===== config.mk =====
export PLATFORM = sky130hd
export DESIGN_NAME = hsv_to_rgb_converter_unit
export DESIGN_NICKNAME = d
export VERILOG_FILES = /design/src/design/hsv2rgb_pkg.sv /design/src/design/hsv_to_rgb_converter_unit.sv
export SDC_FILE = /design/constraint.sdc
export NUM_CORES = 2
export LEC_CHECK = 0
export BUFFER_PORTS_ARGS = -buffer_cell sky130_fd_sc_hd__buf_4
export CAP_MARGIN = 20
export CORE_MARGIN = 2
export CORE_UTILIZATION = 34
export CTS_CLUSTER_SIZE = 12
export DETAILED_ROUTE_END_ITERATION = 7
export HOLD_SLACK_MARGIN = 0.06
export PLACE_DENSITY_LB_ADDON = 0.05
export SLEW_MARGIN = 0
export SYNTH_ARGS = -nofsm -noshare
export SYNTH_HDL_FRONTEND = slang
export SYNTH_SLANG_ARGS = --single-unit

===== constraint.sdc =====
create_clock -name i_clk -period 8.1 [get_ports i_clk]
set_input_delay 1.62 -clock i_clk [delete_from_list [all_inputs] [get_ports i_clk]]
set_output_delay 1.62 -clock i_clk [all_outputs]
set_load 0.01 [all_outputs]

===== src/design/hsv2rgb_pkg.sv =====
// Constants, sector codes and the divide-by-255 helper for the HSV to RGB converter.
`default_nettype none
package hsv2rgb_pkg;

    localparam int unsigned FULL_SCALE = 255;
    // 255 * 65536: unit value in the fraction-scaled products
    localparam logic [23:0] TOP_SCALE  = 24'hFF0000;
    localparam logic [16:0] FRAC_ONE   = 17'h10000;
    // Reciprocal of 255 for a 16-bit dividend, exact with a 23-bit shift
    localparam logic [15:0] RECIP_255  = 16'h8081;

    localparam logic [2:0] SECT_0 = 3'd0;
    localparam logic [2:0] SECT_1 = 3'd1;
    localparam logic [2:0] SECT_2 = 3'd2;
    localparam logic [2:0] SECT_3 = 3'd3;
    localparam logic [2:0] SECT_4 = 3'd4;

    typedef logic [7:0] t_chan;

    // floor(x / 255) for x up to 65279, so that the quotient fits in 8 bits
    function automatic t_chan div255(input logic [15:0] x);
        logic [31:0] prod;
        prod = x * RECIP_255;
        return prod[30:23];
    endfunction

endpackage
`default_nettype wire


===== src/design/hsv_to_rgb_converter_unit.sv =====
// HSV to 8-bit RGB pixel converter, four-stage pipeline.
// Throughput: one pixel per cycle; each stage holds only while the stage after it is full
// and cannot advance, so bubbles are squeezed out under output stall.
// Reset (synchronous, active low) clears the stage valid bits; data registers are not reset.
`default_nettype none
module hsv_to_rgb_converter_unit (
    input  wire                 i_clk,
    input  wire                 i_rst_n,
    input  wire                 i_in_valid,
    output logic                o_in_stall,
    input  wire  [15:0]         i_hue,
    input  wire  [7:0]          i_saturation,
    input  wire  [7:0]          i_brightness,
    output logic                o_out_valid,
    input  wire                 i_out_stall,
    output hsv2rgb_pkg::t_chan  o_red,
    output hsv2rgb_pkg::t_chan  o_green,
    output hsv2rgb_pkg::t_chan  o_blue
);
    import hsv2rgb_pkg::*;

    logic [3:0] r_vld;
    logic [3:0] en;

    // Stage 1: sector/fraction split and a-numerator
    logic [2:0]  r1_sector;
    logic [15:0] r1_frac;
    logic [7:0]  r1_sat;
    logic [7:0]  r1_val;
    logic [15:0] r1_anum;
    // Stage 2: b/c scale factors, a done
    logic [23:0] r2_mb;
    logic [23:0] r2_mc;
    t_chan       r2_a;
    logic [2:0]  r2_sector;
    logic [7:0]  r2_val;
    // Stage 3: scaled b/c before the divide by 255
    logic [15:0] r3_qb;
    logic [15:0] r3_qc;
    t_chan       r3_a;
    logic [2:0]  r3_sector;
    logic [7:0]  r3_val;
    // Stage 4: output
    t_chan       r4_red;
    t_chan       r4_green;
    t_chan       r4_blue;

    logic [18:0] n_h6;
    logic [15:0] n_anum;
    logic [23:0] n_sf;
    logic [24:0] n_snf;
    logic [16:0] n_nf;
    logic [31:0] n_pb;
    logic [31:0] n_pc;
    t_chan       n_b;
    t_chan       n_c;
    t_chan       n_red;
    t_chan       n_green;
    t_chan       n_blue;

    // A stage advances when it is empty or the next one advances
    assign en[3] = !r_vld[3] || !i_out_stall;
    assign en[2] = !r_vld[2] || en[3];
    assign en[1] = !r_vld[1] || en[2];
    assign en[0] = !r_vld[0] || en[1];

    assign o_in_stall  = !en[0];
    assign o_out_valid = r_vld[3];
    assign o_red       = r4_red;
    assign o_green     = r4_green;
    assign o_blue      = r4_blue;

    always_ff @(posedge i_clk) begin
        if (!i_rst_n) begin
            r_vld <= '0;
        end else begin
            if (en[0]) r_vld[0] <= i_in_valid;
            if (en[1]) r_vld[1] <= r_vld[0];
            if (en[2]) r_vld[2] <= r_vld[1];
            if (en[3]) r_vld[3] <= r_vld[2];
        end
    end

    always_comb begin
        n_h6   = {1'b0, i_hue, 2'b00} + {2'b00, i_hue, 1'b0};
        n_anum = i_brightness * (8'(FULL_SCALE) - i_saturation);
    end

    always_ff @(posedge i_clk) begin
        if (en[0]) begin
            r1_sector <= n_h6[18:16];
            r1_frac   <= n_h6[15:0];
            r1_sat    <= i_saturation;
            r1_val    <= i_brightness;
            r1_anum   <= n_anum;
        end
    end

    always_comb begin
        n_sf  = r1_sat * r1_frac;
        n_nf  = FRAC_ONE - {1'b0, r1_frac};
        n_snf = r1_sat * n_nf;
    end

    always_ff @(posedge i_clk) begin
        if (en[1]) begin
            r2_mb     <= TOP_SCALE - n_sf;
            r2_mc     <= TOP_SCALE - n_snf[23:0];
            r2_a      <= div255(r1_anum);
            r2_sector <= r1_sector;
            r2_val    <= r1_val;
        end
    end

    always_comb begin
        n_pb = r2_val * r2_mb;
        n_pc = r2_val * r2_mc;
    end

    // Drop the low 16 bits first; the remaining divide by 255 is exact on the quotient
    always_ff @(posedge i_clk) begin
        if (en[2]) begin
            r3_qb     <= n_pb[31:16];
            r3_qc     <= n_pc[31:16];
            r3_a      <= r2_a;
            r3_sector <= r2_sector;
            r3_val    <= r2_val;
        end
    end

    always_comb begin
        n_b = div255(r3_qb);
        n_c = div255(r3_qc);
        case (r3_sector)
            SECT_0: begin
                n_red = r3_val; n_green = n_c;    n_blue = r3_a;
            end
            SECT_1: begin
                n_red = n_b;    n_green = r3_val; n_blue = r3_a;
            end
            SECT_2: begin
                n_red = r3_a;   n_green = r3_val; n_blue = n_c;
            end
            SECT_3: begin
                n_red = r3_a;   n_green = n_b;    n_blue = r3_val;
            end
            SECT_4: begin
                n_red = n_c;    n_green = r3_a;   n_blue = r3_val;
            end
            default: begin
                n_red = r3_val; n_green = r3_a;   n_blue = n_b;
            end
        endcase
    end

    always_ff @(posedge i_clk) begin
        if (en[3]) begin
            r4_red   <= n_red;
            r4_green <= n_green;
            r4_blue  <= n_blue;
        end
    end

endmodule
`default_nettype wire


==> metrics <==
Vias/cell roughly 4.8; total CTS buffers 17; synth warn 0; clock sink count 193; Hold Crit Start r1_sector[1]; FF-to-FF path depth 23; die width 309 um; Seq/Total Area, Yosys a little under a fifth; Final Hold Vio Count 0; final worst path period need 6.63 ns; Cells after Synth 3,214; asr flop ratio synth 0%; most used routing layer met2; Post-synth EDFFs between 150 and 200; post-layout util 37.1%; Finished Cell Area 0.0341 mm2; I/O pin total 62; most frequent cells in the layout inv_1, ha_1, fa_1; register bit count reported by yosys 193; r2r startpoint r1_frac[3]; DP Area about 0.033 mm2; gr usage total approximately 17%; Setup violations, final 0; RSZ-0062 raised after global routing false; post-synth cell types a little under 90; detailed placer's ending HPWL ~62,000 um; # rows about 110; met1 Usage GRT 23.4%; DRC viols 0; startpoint types flop; initial antenna violation count 1; most common cell after layout, fill and taps aside inv_1; crit-path cells nor2_1 -> nand3_1 -> nor4_2 -> nand2_1 -> or3_1 -> xor2_1 -> and2_1 -> fa_1 -> inv_1 -> fa_1 -> fa_1 -> inv_1 -> fa_1 -> inv_1 -> ha_1 -> a21o_1 -> a21oi_1 -> o21bai_1 -> a211oi_2 -> nor3_1 -> a2111o_1 -> o31ai_2 -> xnor2_1; Post-Syn Area ~0.032 mm2; final net count between 4,000 and 5,000; ANT nets after route 0; Slew @ Worst Pin between 1 and 1.5 ns; Min-Delay Path Class reg -> reg; CP Capture Type flop; CTS resizes 0; MaxCap Viol Count 0; GRT met3 Usage under 10%; max-slew violations 0; Hold Path Stages 0; largest net degree at the start of global routing 65; global-route wire length before repair approximately 130,000 um; clock skew roughly 0.018 ns; Syn Area/Cell 9.82 um2; PortBufs 61; Worst path slowest cell edfxtp_1; Die H 309 um; post-synth net total between 4,000 and 5,000; wire length per cell 16.9 um; Crit path largest cell delay 0.56 ns; grt total ovfl 0; H-tree levels 4; area grow syn2layout 7.97%; Initial Utilization 34.4%; flop2flop setup slack 1.47 ns; die area 0.0953 mm2; setup bufs post-CTS 0; WHS Endpoint r2_sector[1]; Fmax 151 MHz; worst reg2reg endpoint r2_mc[23]; final wirelength ~76,000 um; TritonCTS clock tree built; CP Data Required Time 8.34 ns; slew margin rel. between 20% and 30%; Final GP Congestion about 0.81; TNS Setup 0 ns; status finished, final reports clean; Reg clk slew, reported paths 0.09 ns; DRT Pass-1 Iters 5; crit path kind reg -> reg; via count ~21,000; hold bufs inserted after CTS 0; met2 Use GR approximately 28%; root buffer cell clkbuf_16; clk buf depth 2; layout cells sized above 1 ~5%; Period Utilization, post-route roughly four fifths; CP startpoint r1_frac[3]; vias in the first global route 23,400; top_reg_cell synth edfxtp_1; DR iter-0 viols a little over 900; WP data arrival 6.87 ns; worst skew pair latency approximately 0.5 ns; CP dominant cell by count fa_1; core region area a little over 0.09 mm2; CP max FO 11
## layout make-up
type	count	area [um2]
well taps	1243	1560
fillers	9215	57700
repair buffers	89	672
flip-flops and latches	193	5760
inverters	582	2180
diodes	1	2.50
clock buffers	17	425
clock inverters	15	199
multi-input cells	2347	23300
## synth_stat cells, drive strengths merged, types with 6 or more instances
cell     instances  area [um2]
xnor2           78         691
nand4           10        62.6
clkbuf          90         338
o21ai           69         349
a21o            34         257
ha             460        5760
nand2          355        1330
o21a            12        90.1
edfxtp         189        5680
mux2i           13         130
o31ai            6        60.1
a21oi           87         454
nor2            87         327
a2111oi          6        78.8
nand2b          49         307
o21bai          12        90.1
nor3            25         148
and2           309        1930
inv            581        2180
or3              8        50.1
a211oi          18         150
fa             451        9030
a21boi           7        52.6
nand3           38         190
nor2b           52         325
a211o            7        61.3
a31oi            8        50.1
xor2            40         350
o211ai          15         113
and3            16         100
## per-stage QoR
stage                     worst slack, ns  hold slack (ns)  cells
after floorplan                      2.18            0.400   3214
after global placement               1.50            0.405   4453
after detailed placement             1.43            0.405   4453
after CTS                            1.39            0.422   4485
after global routing                 1.04            0.438   4486
final                                1.47            0.419   4487
## cells by family (layout without fill, tap and decap cells)
logic type / count (synthesis) / count (layout) / synth area share (%)
DFF: 193 / 193 / 18.2
AOI/OAI and AO/OA: 328 / 328 / 7.21
other: 0 / 1 / 0
buffers and inverters: 674 / 703 / 8.01
and+or+nand+nor: 972 / 972 / 15.8
muxes: 18 / 18 / 0.590
adders and majority gates: 911 / 911 / 46.8
xor gates and xnor gates: 118 / 118 / 3.30
## worst max path at each step
stage           endpoint  slack, ns  depth (start not counted)
6_report       r2_mc[23]       1.47                         23
5_1_grt        r2_mc[23]       1.04                         23
4_1_cts        r2_mc[23]       1.39                         23
3_5_place_dp   r2_mc[23]       1.43                         23
3_3_place_gp   r2_mc[23]       1.50                         23
2_1_floorplan  r2_mc[23]       2.18                         24
## registers in the layout (all words and copies together), names as in the netlist
| signal | cells |
|---|---|
| o_blue | 8 |
| r3_a | 8 |
| r2_mb | 23 |
| o_green | 8 |
| r1_sector | 3 |
| r_vld | 4 |
| r3_sector | 3 |
| r2_val | 8 |
| r2_a | 8 |
| o_red | 8 |
| r3_qb | 16 |
| r1_anum | 16 |
| r1_frac | 15 |
| r3_qc | 16 |
| r1_val | 8 |
| r1_sat | 8 |
| r2_sector | 3 |
| r2_mc | 22 |
| r3_val | 8 |
## routing by layer
| layer | routed length, um | up-vias |
|---|---|---|
| li1 | - | 10400 |
| met1 | 37500 | 10700 |
| met2 | 35900 | 234 |
| met3 | 1590 | 60 |
| met4 | 1080 | 0 |
| met5 | 0 | - |
## critical path: cells and delay by family (launching register included)
kind / cells / cell delay (ns)
fa+ha+maj: 5 / 2.12
simple gates: 7 / 1.56
compound gates: 6 / 1.35
xor+xnor: 2 / 0.59
flops: 1 / 0.56
buf+inv: 3 / 0.18
Power is not shown: default switching activity piles up to over one toggle a cycle in this logic, so the estimate is an artifact.
